**src/sv/assert_macros.svh**
```systemverilog
`ifndef ASSERT_MACROS_SVH
`define ASSERT_MACROS_SVH

// property that must hold at every clock edge out of reset
`define ASSERT_ALWAYS(label, expr, msg) \
    label: assert property (@(posedge clk) disable iff (!rst_n) (expr)) else $error(msg);

// property whose consequent must hold in the cycle after the antecedent
`define ASSERT_NEXT(label, ante, cons, msg) \
    label: assert property (@(posedge clk) disable iff (!rst_n) (ante) |=> (cons)) \
        else $error(msg);

`endif

```
**src/sv/sip_lex_pkg.sv**
```systemverilog
`timescale 1ns / 1ps

package sip_lex_pkg;

    localparam logic [1:0] VERDICT_PEND = 2'd0;
    localparam logic [1:0] VERDICT_GOOD = 2'd1;
    localparam logic [1:0] VERDICT_BAD  = 2'd2;

    localparam logic [2:0] ROLE_NONE   = 3'd0;
    localparam logic [2:0] ROLE_METHOD = 3'd1;
    localparam logic [2:0] ROLE_URI    = 3'd2;
    localparam logic [2:0] ROLE_NAME   = 3'd3;
    localparam logic [2:0] ROLE_VALUE  = 3'd4;
    localparam logic [2:0] ROLE_REASON = 3'd5;

    localparam logic [7:0] CH_CR    = 8'h0d;
    localparam logic [7:0] CH_LF    = 8'h0a;
    localparam logic [7:0] CH_TAB   = 8'h09;
    localparam logic [7:0] CH_SP    = 8'h20;
    localparam logic [7:0] CH_DEL   = 8'h7f;
    localparam logic [7:0] CH_US    = 8'h1f;
    localparam logic [7:0] CH_ZERO  = 8'h30;
    localparam logic [7:0] CH_NINE  = 8'h39;
    localparam logic [7:0] CH_S     = 8'h53;
    localparam logic [7:0] CH_I     = 8'h49;
    localparam logic [7:0] CH_P     = 8'h50;
    localparam logic [7:0] CH_SLASH = 8'h2f;
    localparam logic [7:0] CH_DOT   = 8'h2e;
    localparam logic [7:0] CH_COLON = 8'h3a;
    localparam logic [7:0] CH_UC_A  = 8'h41;
    localparam logic [7:0] CH_UC_Z  = 8'h5a;
    localparam logic [7:0] CASE_BIT = 8'h20;

    localparam logic [7:0] VER_MAX = 8'd255;

    typedef struct packed {
        logic [7:0] data_byte;
        logic       restart;
    } item_t;

    typedef struct packed {
        logic [1:0]  verdict;
        logic [2:0]  byte_role;
        logic [7:0]  role_byte;
        logic        header_start;
        logic [7:0]  version_major;
        logic [7:0]  version_minor;
        logic [9:0]  status_code;
        logic [31:0] bytes_consumed;
    } result_t;

    function automatic logic is_ctl(input logic [7:0] b);
        return (b <= CH_US) || (b == CH_DEL);
    endfunction

    function automatic logic is_special(input logic [7:0] b);
        logic hit;
        case (b)
            8'h28, 8'h29, 8'h3c, 8'h3e, 8'h40,
            8'h2c, 8'h3b, 8'h3a, 8'h5c, 8'h22,
            8'h2f, 8'h5b, 8'h5d, 8'h3f, 8'h3d,
            8'h7b, 8'h7d, 8'h20, 8'h09: hit = 1'b1;
            default: hit = 1'b0;
        endcase
        return hit;
    endfunction

    function automatic logic is_token(input logic [7:0] b);
        return !b[7] && !is_ctl(b) && !is_special(b);
    endfunction

    function automatic logic is_digit(input logic [7:0] b);
        return (b >= CH_ZERO) && (b <= CH_NINE);
    endfunction

    // acc * 10 + digit, clamped to the byte range
    function automatic logic [7:0] sat_acc(input logic [7:0] acc, input logic [7:0] b);
        logic [11:0] sum;
        sum = {4'd0, acc} * 12'd10 + {8'd0, b[3:0]};
        return (sum > {4'd0, VER_MAX}) ? VER_MAX : sum[7:0];
    endfunction

endpackage

```
**src/sv/sip_message_head_lexer.sv**
```systemverilog
`timescale 1ns / 1ps
// SIP message head lexer: takes one byte of a SIP message head per transaction and returns
// one result per byte, with the byte's role, its verdict (pending, head good, bad byte) and
// the version, status and byte count so far. A byte can be accepted in every clock cycle while
// the result channel keeps up; its result appears in the output register in the cycle after
// acceptance. The next byte is taken only while the output register is empty or its result
// is accepted in that cycle, so a stalled result channel holds the input back. The mode bit
// cfg_data is set via the configuration channel; restart uses it, and reset clears it.

`include "assert_macros.svh"

module sip_message_head_lexer
(
    input  logic                 clk,
    input  logic                 rst_n,
    input  logic                 item_valid,
    output logic                 item_ready,
    input  sip_lex_pkg::item_t   item,
    output logic                 result_valid,
    input  logic                 result_ready,
    output sip_lex_pkg::result_t result,
    input  logic                 cfg_valid,
    output logic                 cfg_ready,
    input  logic                 cfg_data
);

    typedef enum logic [4:0] {
        ST_METHOD_START = 5'd0,
        ST_METHOD       = 5'd1,
        ST_URI          = 5'd2,
        ST_VER_S        = 5'd3,
        ST_VER_I        = 5'd4,
        ST_VER_P        = 5'd5,
        ST_VER_SLASH    = 5'd6,
        ST_MAJ_START    = 5'd7,
        ST_MAJ          = 5'd8,
        ST_MIN_START    = 5'd9,
        ST_MIN          = 5'd10,
        ST_STAT1        = 5'd11,
        ST_STAT2        = 5'd12,
        ST_STAT3        = 5'd13,
        ST_STAT_END     = 5'd14,
        ST_REASON       = 5'd15,
        ST_NL1          = 5'd16,
        ST_LINE_START   = 5'd17,
        ST_LWS          = 5'd18,
        ST_NAME         = 5'd19,
        ST_SPACE        = 5'd20,
        ST_VALUE        = 5'd21,
        ST_NL2          = 5'd22,
        ST_NL3          = 5'd23
    } lex_state_t;

    lex_state_t           state_reg, state_next, state_cur;
    logic                 mode_reg;
    logic [7:0]           major_reg, major_next, major_cur;
    logic [7:0]           minor_reg, minor_next, minor_cur;
    logic [9:0]           status_reg, status_next, status_cur;
    logic                 seen_reg, seen_next, seen_cur;
    logic [31:0]          count_reg, count_next;
    logic                 result_valid_reg;
    sip_lex_pkg::result_t result_reg, result_next;

    logic [7:0]  b;
    logic [1:0]  verdict;
    logic [2:0]  role;
    logic        hstart;
    logic [7:0]  rbyte;
    logic [13:0] stat_sum;
    logic [24:0] stat_prod;
    logic [13:0] stat_rem;
    logic [9:0]  stat_mod;
    logic        take;

    assign take         = item_valid && item_ready;
    assign item_ready   = !result_valid_reg || result_ready;
    assign cfg_ready    = 1'b1;
    assign result_valid = result_valid_reg;
    assign result       = result_reg;

    // status digit shift with a reciprocal modulo 1000
    always_comb
    begin
        stat_sum  = {4'd0, status_cur} * 14'd10 + {10'd0, b[3:0]};
        stat_prod = {11'd0, stat_sum} * 25'd1048;
        stat_rem  = stat_sum - {9'd0, stat_prod[24:20]} * 14'd1000;
        if (stat_rem >= 14'd1000)
        begin
            stat_rem = stat_rem - 14'd1000;
        end
        stat_mod = stat_rem[9:0];
    end

    always_comb
    begin
        b = item.data_byte;
        if (item.restart)
        begin
            state_cur  = mode_reg ? ST_VER_S : ST_METHOD_START;
            major_cur  = 8'd0;
            minor_cur  = 8'd0;
            status_cur = 10'd0;
            seen_cur   = 1'b0;
        end
        else
        begin
            state_cur  = state_reg;
            major_cur  = major_reg;
            minor_cur  = minor_reg;
            status_cur = status_reg;
            seen_cur   = seen_reg;
        end

        state_next  = state_cur;
        major_next  = major_cur;
        minor_next  = minor_cur;
        status_next = status_cur;
        seen_next   = seen_cur;
        count_next  = count_reg + 32'd1;
        verdict     = sip_lex_pkg::VERDICT_PEND;
        role        = sip_lex_pkg::ROLE_NONE;
        hstart      = 1'b0;

        case (state_cur)
            ST_METHOD_START:
            begin
                if (!sip_lex_pkg::is_token(b))
                begin
                    verdict = sip_lex_pkg::VERDICT_BAD;
                end
                else
                begin
                    state_next = ST_METHOD;
                    role       = sip_lex_pkg::ROLE_METHOD;
                end
            end
            ST_METHOD:
            begin
                if (b == sip_lex_pkg::CH_SP)
                begin
                    state_next = ST_URI;
                end
                else if (!sip_lex_pkg::is_token(b))
                begin
                    verdict = sip_lex_pkg::VERDICT_BAD;
                end
                else
                begin
                    role = sip_lex_pkg::ROLE_METHOD;
                end
            end
            ST_URI:
            begin
                if (b == sip_lex_pkg::CH_SP)
                begin
                    state_next = ST_VER_S;
                end
                else if (sip_lex_pkg::is_ctl(b))
                begin
                    verdict = sip_lex_pkg::VERDICT_BAD;
                end
                else
                begin
                    role = sip_lex_pkg::ROLE_URI;
                end
            end
            ST_VER_S:
            begin
                if (b == sip_lex_pkg::CH_S)
                begin
                    state_next = ST_VER_I;
                end
                else
                begin
                    verdict = sip_lex_pkg::VERDICT_BAD;
                end
            end
            ST_VER_I:
            begin
                if (b == sip_lex_pkg::CH_I)
                begin
                    state_next = ST_VER_P;
                end
                else
                begin
                    verdict = sip_lex_pkg::VERDICT_BAD;
                end
            end
            ST_VER_P:
            begin
                if (b == sip_lex_pkg::CH_P)
                begin
                    state_next = ST_VER_SLASH;
                end
                else
                begin
                    verdict = sip_lex_pkg::VERDICT_BAD;
                end
            end
            ST_VER_SLASH:
            begin
                if (b == sip_lex_pkg::CH_SLASH)
                begin
                    major_next = 8'd0;
                    minor_next = 8'd0;
                    state_next = ST_MAJ_START;
                end
                else
                begin
                    verdict = sip_lex_pkg::VERDICT_BAD;
                end
            end
            ST_MAJ_START:
            begin
                if (sip_lex_pkg::is_digit(b))
                begin
                    major_next = sip_lex_pkg::sat_acc(major_cur, b);
                    state_next = ST_MAJ;
                end
                else
                begin
                    verdict = sip_lex_pkg::VERDICT_BAD;
                end
            end
            ST_MAJ:
            begin
                if (b == sip_lex_pkg::CH_DOT)
                begin
                    state_next = ST_MIN_START;
                end
                else if (sip_lex_pkg::is_digit(b))
                begin
                    major_next = sip_lex_pkg::sat_acc(major_cur, b);
                end
                else
                begin
                    verdict = sip_lex_pkg::VERDICT_BAD;
                end
            end
            ST_MIN_START:
            begin
                if (sip_lex_pkg::is_digit(b))
                begin
                    minor_next = sip_lex_pkg::sat_acc(minor_cur, b);
                    state_next = ST_MIN;
                end
                else
                begin
                    verdict = sip_lex_pkg::VERDICT_BAD;
                end
            end
            ST_MIN:
            begin
                if (b == sip_lex_pkg::CH_CR)
                begin
                    // response line still moves on to the line feed
                    state_next = ST_NL1;
                    if (mode_reg)
                    begin
                        verdict = sip_lex_pkg::VERDICT_BAD;
                    end
                end
                else if (b == sip_lex_pkg::CH_SP)
                begin
                    if (mode_reg)
                    begin
                        state_next = ST_STAT1;
                    end
                    else
                    begin
                        verdict = sip_lex_pkg::VERDICT_BAD;
                    end
                end
                else if (sip_lex_pkg::is_digit(b))
                begin
                    minor_next = sip_lex_pkg::sat_acc(minor_cur, b);
                end
                else
                begin
                    verdict = sip_lex_pkg::VERDICT_BAD;
                end
            end
            ST_STAT1, ST_STAT2, ST_STAT3:
            begin
                if (sip_lex_pkg::is_digit(b))
                begin
                    status_next = stat_mod;
                    if (state_cur == ST_STAT1)
                    begin
                        state_next = ST_STAT2;
                    end
                    else if (state_cur == ST_STAT2)
                    begin
                        state_next = ST_STAT3;
                    end
                    else
                    begin
                        state_next = ST_STAT_END;
                    end
                end
                else
                begin
                    verdict = sip_lex_pkg::VERDICT_BAD;
                end
            end
            ST_STAT_END:
            begin
                if (b == sip_lex_pkg::CH_SP)
                begin
                    state_next = ST_REASON;
                end
                else
                begin
                    verdict = sip_lex_pkg::VERDICT_BAD;
                end
            end
            ST_REASON:
            begin
                if (b == sip_lex_pkg::CH_CR)
                begin
                    state_next = ST_NL1;
                end
                else if (b == sip_lex_pkg::CH_SP || sip_lex_pkg::is_token(b))
                begin
                    role = sip_lex_pkg::ROLE_REASON;
                end
                else
                begin
                    verdict = sip_lex_pkg::VERDICT_BAD;
                end
            end
            ST_NL1, ST_NL2:
            begin
                if (b == sip_lex_pkg::CH_LF)
                begin
                    state_next = ST_LINE_START;
                end
                else
                begin
                    verdict = sip_lex_pkg::VERDICT_BAD;
                end
            end
            ST_LINE_START:
            begin
                if (b == sip_lex_pkg::CH_CR)
                begin
                    state_next = ST_NL3;
                end
                else if (seen_cur && (b == sip_lex_pkg::CH_SP || b == sip_lex_pkg::CH_TAB))
                begin
                    state_next = ST_LWS;
                end
                else if (!sip_lex_pkg::is_token(b))
                begin
                    verdict = sip_lex_pkg::VERDICT_BAD;
                end
                else
                begin
                    seen_next  = 1'b1;
                    hstart     = 1'b1;
                    role       = sip_lex_pkg::ROLE_NAME;
                    state_next = ST_NAME;
                end
            end
            ST_LWS:
            begin
                if (b == sip_lex_pkg::CH_CR)
                begin
                    state_next = ST_NL2;
                end
                else if (b == sip_lex_pkg::CH_SP || b == sip_lex_pkg::CH_TAB)
                begin
                    state_next = ST_LWS;
                end
                else if (sip_lex_pkg::is_ctl(b))
                begin
                    verdict = sip_lex_pkg::VERDICT_BAD;
                end
                else
                begin
                    state_next = ST_VALUE;
                    role       = sip_lex_pkg::ROLE_VALUE;
                end
            end
            ST_NAME:
            begin
                if (b == sip_lex_pkg::CH_COLON)
                begin
                    state_next = ST_SPACE;
                end
                else if (!sip_lex_pkg::is_token(b))
                begin
                    verdict = sip_lex_pkg::VERDICT_BAD;
                end
                else
                begin
                    role = sip_lex_pkg::ROLE_NAME;
                end
            end
            ST_SPACE:
            begin
                if (b == sip_lex_pkg::CH_SP)
                begin
                    state_next = ST_VALUE;
                end
                else
                begin
                    verdict = sip_lex_pkg::VERDICT_BAD;
                end
            end
            ST_VALUE:
            begin
                if (b == sip_lex_pkg::CH_CR)
                begin
                    state_next = ST_NL2;
                end
                else if (sip_lex_pkg::is_ctl(b))
                begin
                    verdict = sip_lex_pkg::VERDICT_BAD;
                end
                else
                begin
                    role = sip_lex_pkg::ROLE_VALUE;
                end
            end
            ST_NL3:
            begin
                verdict = (b == sip_lex_pkg::CH_LF) ? sip_lex_pkg::VERDICT_GOOD
                                                    : sip_lex_pkg::VERDICT_BAD;
            end
            default:
            begin
                verdict = sip_lex_pkg::VERDICT_BAD;
            end
        endcase

        rbyte = 8'd0;
        if (role != sip_lex_pkg::ROLE_NONE)
        begin
            rbyte = b;
            if (role == sip_lex_pkg::ROLE_NAME && b >= sip_lex_pkg::CH_UC_A
                && b <= sip_lex_pkg::CH_UC_Z)
            begin
                rbyte = b | sip_lex_pkg::CASE_BIT;
            end
        end

        result_next.verdict        = verdict;
        result_next.byte_role      = role;
        result_next.role_byte      = rbyte;
        result_next.header_start   = hstart;
        result_next.version_major  = major_next;
        result_next.version_minor  = minor_next;
        result_next.status_code    = status_next;
        result_next.bytes_consumed = count_next;
    end

    always_ff @(posedge clk or negedge rst_n)
    begin
        if (!rst_n)
        begin
            state_reg        <= ST_METHOD_START;
            mode_reg         <= 1'b0;
            major_reg        <= 8'd0;
            minor_reg        <= 8'd0;
            status_reg       <= 10'd0;
            seen_reg         <= 1'b0;
            count_reg        <= 32'd0;
            result_valid_reg <= 1'b0;
            result_reg       <= '0;
        end
        else
        begin
            if (cfg_valid && cfg_ready)
            begin
                mode_reg <= cfg_data;
            end
            if (take)
            begin
                state_reg        <= state_next;
                major_reg        <= major_next;
                minor_reg        <= minor_next;
                status_reg       <= status_next;
                seen_reg         <= seen_next;
                count_reg        <= count_next;
                result_reg       <= result_next;
                result_valid_reg <= 1'b1;
            end
            else if (result_ready)
            begin
                result_valid_reg <= 1'b0;
            end
        end
    end

    `ASSERT_ALWAYS(a_bad_has_no_role,
        !result_valid || result.verdict != sip_lex_pkg::VERDICT_BAD
            || result.byte_role == sip_lex_pkg::ROLE_NONE,
        "bad byte carries a role")
    `ASSERT_ALWAYS(a_start_is_name,
        !result_valid || !result.header_start || result.byte_role == sip_lex_pkg::ROLE_NAME,
        "header start outside a header name")
    `ASSERT_ALWAYS(a_status_range, status_reg < 10'd1000, "status accumulator out of range")
    `ASSERT_NEXT(a_take_gives_result, take,
        result_valid && result.bytes_consumed == $past(count_reg) + 32'd1,
        "accepted byte gave no counted result")

endmodule
```
**config.mk**
```make
export PLATFORM = sky130hd
export DESIGN_NAME = sip_message_head_lexer
export DESIGN_NICKNAME = d
export VERILOG_FILES = /design/src/sv/sip_lex_pkg.sv /design/src/sv/sip_message_head_lexer.sv
export VERILOG_INCLUDE_DIRS = /design/src /design/src/sv
export SDC_FILE = /design/constraint.sdc
export NUM_CORES = 1
export LEC_CHECK = 0
export BUFFER_PORTS_ARGS = -buffer_cell sky130_fd_sc_hd__buf_2
export CORE_AREA = 2 2 144 146
export DETAILED_ROUTE_END_ITERATION = 10
export DIE_AREA = 0 0 146 148
export PLACE_DENSITY = 0.69
export RECOVER_POWER = 25
export SKIP_LAST_GASP = 1
export SLEW_MARGIN = 20
export SYNTH_ARGS = -nofsm -noshare
export SYNTH_HDL_FRONTEND = slang
export SYNTH_SLANG_ARGS = --single-unit
```
**constraint.sdc**
```tcl
create_clock -name clk -period 17.4 [get_ports clk]
set_input_delay 0.87 -clock clk [delete_from_list [all_inputs] [get_ports clk]]
set_output_delay 0.87 -clock clk [all_outputs]
set_load 0.05 [all_outputs]
```
==> results.sh, run 1 <==
export IMPL_io_buffer_count=88
export IMPL_syn_instance_count=1082
export IMPL_antenna_found_initial=0
export IMPL_globalRouteOverflowTotal=0
export IMPL_p_sw_uw=251
export IMPL_via_per_inst=5.75
export IMPL_r2r_setup_slack_ps=6940
export IMPL_final_nets=1303
export IMPL_post_route_util_pct=49.5
export IMPL_power_density_mw_per_mm2=64.3
export IMPL_synth_cell_types=84
export IMPL_stdcell_count=1430
export IMPL_fin_crit_ps=11160
export IMPL_vias=8227
export IMPL_met2_usage_pct=34.9
export IMPL_ys_ff_latch=80
export IMPL_intPower_uw=387
export IMPL_fin_area_mm2=0.00991
export IMPL_ys_flop_type="dfrtp_1"
export IMPL_tightest_slew_ps=2390
export IMPL_rsz0062_at_grt="false"
export IMPL_status="finished with violations"
export IMPL_grt_use_met3_pct=3.33
export IMPL_crit_type="in2reg"
export IMPL_row_count=52
export IMPL_grt_pass1_wl_mm=39.7
export IMPL_grt_pass1_vias=7817
export IMPL_r2r_start="result[37]"
export IMPL_layout_drive_gt1_share_pct=12.0
export IMPL_async_flop_share_pct=100
export IMPL_critPathRequiredTime_ps=17640
export IMPL_grt_start_max_net_pins=76
export IMPL_insertion_delay_ps=350
export IMPL_cts_root_buf="clkbuf_16"
export IMPL_worst_path_max_fanout=70
export IMPL_clockPowerShare_pct=34.3
export IMPL_rr_endpoint="result[41]"
export IMPL_yosysTopAreaCell="dfrtp_1"
export IMPL_core_mm2=0.0200
export IMPL_yosysMostFrequentCell="ha_1"
export IMPL_io_pins=90
export IMPL_switching_share_pct=39.4
export IMPL_crit_path_top_delay_cell="a2111oi_2"
export IMPL_place_congestion=0.988
export IMPL_synth_edf_count=0
export IMPL_timing_hold_ws_ps=361
export IMPL_wl_per_cell_um=16.6
export IMPL_violations="max-capacitance violations, max-slew violations"
export IMPL_drtAntennaViolNets=0
export IMPL_hold_viol=0
export IMPL_crit_top_cell="ha_1"
export IMPL_syn_to_final_growth_pct=11.4
export IMPL_synth_avg_cell_area_um2=8.23
export IMPL_start_util_pct=44.4
export IMPL_cp_arrival_ps=11400
export IMPL_layout_setup_ws_ps=6240
export IMPL_pwr_share_seq_pct=35.5
export IMPL_cts_sinks=80
export IMPL_cpPeakStageDelay_ps=580
export IMPL_finalPower_uw=638
export IMPL_synth_nets=1230
export IMPL_drt_wl_total_mm=23.7
export IMPL_ir_worst_vdd_mv=0.0432
export IMPL_die_area_mm2=0.0216
export IMPL_cts_buffers_inserted=9
export IMPL_period_share_pct=64.1
export IMPL_die_w_um=146
export IMPL_hpwl_mm=18.5
export IMPL_skew_ps=6.22
export IMPL_setup_tns_ps=0
export IMPL_h_tree_depth=3
export IMPL_antenna_cells=0
export IMPL_cts_tree="yes"
export IMPL_clock_path_buffers=2
export IMPL_synth_area_mm2=0.00890
export IMPL_yosys_top_cells_count="ha_1, nand2_1, nor2_1"
export IMPL_dpl_cell_count=1413
export IMPL_met1_usage_pct=32.0
export IMPL_top_usage_layer="met2"
export IMPL_cts_hold_buf=0
export IMPL_die_h_um=148
export IMPL_reg2reg_depth=43
export IMPL_post_cts_setup_buffers=0
export IMPL_share_comb_of_total_power_pct=30.2
export IMPL_fmax_ghz=0.0896
export IMPL_drcViolationCount=0
export IMPL_final_setup_viol_count=0
export IMPL_relSlewSlack_pct=-59.6
export IMPL_synth_top_area_share_pct=22.5
export IMPL_p_leak_nw=4.94
export IMPL_max_cap_viol_count=2
export IMPL_hold_path_class="in2async"
export IMPL_clk_pin_slew_ps=70
export IMPL_slew_viol_final=78
export IMPL_drt_iter0_markers=721
export IMPL_worstSetupEndpointType="register"
export IMPL_cts_resized=0
export IMPL_critPathLaunchType="input pin"
export IMPL_seq_area_frac_synth_pct=22.5
export IMPL_yosys_top_cells_area="dfrtp_1, ha_1, xnor2_1"
export IMPL_yosysWarningCount=0
export IMPL_pre_cts_ws_ps=5960
export IMPL_grt_usage_pct=22.2
export IMPL_place_area_mm2=0.00958
export IMPL_largest_register_ffs=72
export IMPL_dr_pass1_iters=6
==> how the worst max path moves through the flow <==
stage	from	to	slack (ps)	cells after the start
2_1_floorplan	item[0]	result[38]	6160	49
3_3_place_gp	item[0]	result[38]	6290	45
3_5_place_dp	item[0]	result[41]	5960	45
4_1_cts	item[0]	result[41]	6300	45
5_1_grt	item[0]	result[41]	5430	45
6_report	item[0]	result[41]	6240	45
==> critical path: cells and delay by family <==
family                   cells  cell delay, ps
AO/OA/AOI/OAI               13            3140
XOR/XNOR                     5            1260
adder cells (fa/ha/maj)     11            4010
buffers and inverters        8             970
multiplexers                 2             310
AND/OR/NAND/NOR              6             800
==> logic make-up after synthesis <==
family	count (synthesis)	share of synthesized area, %
xor+xnor	94	9.71
other cells	1	0.0421
fa+ha+maj	135	20.5
flops	80	22.5
simple gates	403	22.7
buf+inv	117	5.10
compound gates	247	18.9
mux	5	0.576
==> cell type report <==
type | count | area (µm²)
repair buffers | 94 | 477
multi-input cells | 885 | 6440
fillers | 2012 | 10100
clock inverters | 7 | 109
inverters | 85 | 319
well taps | 270 | 338
clock buffers | 9 | 225
flip-flops and latches | 80 | 2000
==> placed cells by master, fill, tap and decap left out, types with 5 or more instances in the layout <==
cell / instances
and2_1: 7
ha_1: 114
dfrtp_1: 80
fa_1: 19
nor4_1: 10
or3_1: 5
a21o_1: 16
xor2_1: 31
nand2b_1: 16
o221ai_1: 5
a21oi_1: 65
nand4_1: 15
a22oi_1: 5
nor2b_1: 34
a31oi_1: 5
o31ai_1: 6
o21bai_1: 5
o21ai_0: 48
a211oi_1: 8
buf_2: 87
and3_1: 12
o21ai_1: 14
nor2_1: 89
inv_1: 85
o22ai_1: 8
nor3_1: 32
a22o_1: 14
clkbuf_16: 9
xnor2_1: 59
nor3b_1: 5
nand2_1: 108
nand3_1: 45
==> power groups by stage <==
stage                     clock (mW)  sequential, mW  combinational, mW
final                          0.219           0.226              0.193
after global routing           0.228           0.229              0.209
after CTS                      0.221           0.225              0.190
after detailed placement           0           0.229              0.190
after global placement             0           0.228              0.192
after floorplan                    0           0.262              0.104
==> per-layer routing <==
metal | routed length (µm) | vias up
li1 | - | 4000
met1 | 11100 | 3865
met2 | 10500 | 312
met3 | 1490 | 50
met4 | 522 | 0
met5 | 0 | -
Note: power is estimated with default switching activity, not from simulation.
==> run 2: changes to the inputs <==
PLACE_DENSITY = 0.71   (was 0.69)
clock period = 10 ns   (was 17.4 ns; I/O delays follow)
==> run 2 against run 1 <==
The run still ends with max-capacitance violations, max-slew violations left. Sequential share of layout area shrank 0.70 points. Via count grew 0.88%. Clock power increased by 53%. Non-clock buffer count up 20. Sequential power increased by 74%. Utilization grew 1.8 points. Critical endpoint is now result[38].
==> results.sh, run 2 (synthesis gave the netlist of run 1 again) <==
export IMPL_mostFrequentLayoutCells="nand2_1, ha_1, nor2_1, buf_2, inv_1"
export IMPL_final_common_cell="nand2_1"
export IMPL_hpwl_mm=18.5
export IMPL_fmax_ghz=0.106
export IMPL_vias=8299
export IMPL_stdcell_count=1450
export IMPL_cp_arrival_ps=9650
export IMPL_ir_worst_vdd_mv=0.0926
export IMPL_critPathLaunchType="register"
export IMPL_tightest_slew_ps=4320
export IMPL_insertion_delay_ps=350
export IMPL_drt_iter0_markers=770
export IMPL_worst_path_max_fanout=6
export IMPL_place_area_mm2=0.00972
export IMPL_drcViolationCount=0
export IMPL_start_util_pct=44.4
export IMPL_syn_to_final_growth_pct=15.5
export IMPL_r2r_start="result[37]"
export IMPL_cts_hold_buf=0
export IMPL_timing_hold_ws_ps=361
export IMPL_finalPower_mw=1.06
export IMPL_crit_end="result[38]"
export IMPL_r2r_setup_slack_ps=590
export IMPL_power_density_mw_per_mm2=103
export IMPL_relSlewSlack_pct=-188
export IMPL_holdPathStages=2
export IMPL_pre_cts_ws_ps=-3.66
export IMPL_globalRouteOverflowTotal=0
export IMPL_cts_tree="yes"
export IMPL_row_count=52
export IMPL_crit_top_cell="ha_1"
export IMPL_via_per_inst=5.72
export IMPL_grt_pass1_vias=7794
export IMPL_grt_start_max_net_pins=81
export IMPL_regArea_mm2=0.00200
export IMPL_cts_buffers_inserted=9
export IMPL_dpl_cell_count=1424
export IMPL_hold_path_class="in2reg"
export IMPL_crit_path_top_delay_cell="fa_1"
export IMPL_layout_drive_gt1_share_pct=16.8
export IMPL_critPathLaunch="result[37]"
export IMPL_cpPeakStageDelay_ps=570
export IMPL_crit_type="reg2reg"
export IMPL_slew_viol_final=81
export IMPL_antenna_found_initial=0
export IMPL_fin_crit_ps=9410
export IMPL_setup_tns_ps=0
export IMPL_multi_input_area_mm2=0.00670
export IMPL_grt_pass1_wl_mm=39.1
export IMPL_fin_area_mm2=0.0103
export IMPL_final_setup_viol_count=0
export IMPL_largest_register_ffs=72
export IMPL_place_congestion=0.978
export IMPL_post_route_util_pct=51.3
export IMPL_max_cap_viol_count=1
export IMPL_fillers=1956
export IMPL_die_w_um=146
export IMPL_clk_pin_slew_ps=70
export IMPL_core_mm2=0.0200
export IMPL_io_buffer_count=88
export IMPL_final_nets=1323
export IMPL_hold_viol=0
export IMPL_cts_sinks=80
export IMPL_antenna_cells=0
export IMPL_p_leak_nw=5.05
export IMPL_grt_usage_pct=21.9
export IMPL_rr_endpoint="result[38]"
export IMPL_h_tree_depth=3
export IMPL_critPathRequiredTime_ps=10240
export IMPL_skew_ps=4.91
export IMPL_layout_setup_ws_ps=587
export IMPL_worstSetupEndpointType="register"
export IMPL_wl_per_cell_um=16.4
export IMPL_die_area_mm2=0.0216
export IMPL_period_share_pct=94.1
export IMPL_reg2reg_depth=44
export IMPL_violations="max-capacitance violations, max-slew violations"
export IMPL_io_pins=90
export IMPL_drtAntennaViolNets=0
export IMPL_drt_wl_total_mm=23.8
export IMPL_dr_pass1_iters=7
export IMPL_die_h_um=148
export IMPL_clock_path_buffers=2
export IMPL_status="finished with violations"
export IMPL_cts_root_buf="clkbuf_16"
run 2: cell type report:
class                           instances  area share, %
Multi-Input combinational cell        885           65.1
Sequential cell                        80           19.5
Timing Repair Buffer                  114           6.17
Tap cell                              270           3.29
Inverter                               85           3.10
Clock buffer                           10           2.32
Clock inverter                          6          0.487
run 2: critical path: cells and delay by family, from the launching register on:
family	cells	cell delay [ps]
buffers and inverters	6	460
AND/OR/NAND/NOR	5	740
AO/OA/AOI/OAI	14	2400
flip-flops	1	390
XOR/XNOR	8	1490
adder cells (fa/ha/maj)	11	3810
run 2: what timing repair did:
item | 4_1_cts | 5_1_grt
hold endpoints to repair | 0 | 0
endpoints found under the setup margin | 0 | 7
buffers inserted | 0 | 10
resized for setup | 0 | 36
run 2: per-layer routing:
metal,vias up,wire [µm],track usage [%]
li1,4033,-,-
met1,3949,11200,30.8
met2,266,10800,35.6
met3,51,1320,3.95
met4,0,403,4.66
met5,-,0,0
run 2: worst min path at each step:
stage | from | endpoint | slack [ps]
floorplan | rst_n | mode_reg | 200
finish | item_valid | result_valid | 360
detailed placement | result[31] | result[31] | 450
global route | item_valid | result_valid | 360
CTS | item_valid | result_valid | 350
global placement | result[31] | result[31] | 450
run 2: where the power goes:
| group | switching, mW | leakage (nW) | total, mW | internal (mW) |
|---|---|---|---|---|
| logic | 0.241 | 3.81 | 0.337 | 0.0954 |
| registers | 0.0415 | 1.09 | 0.394 | 0.352 |
| clock network | 0.154 | 0.142 | 0.334 | 0.179 |
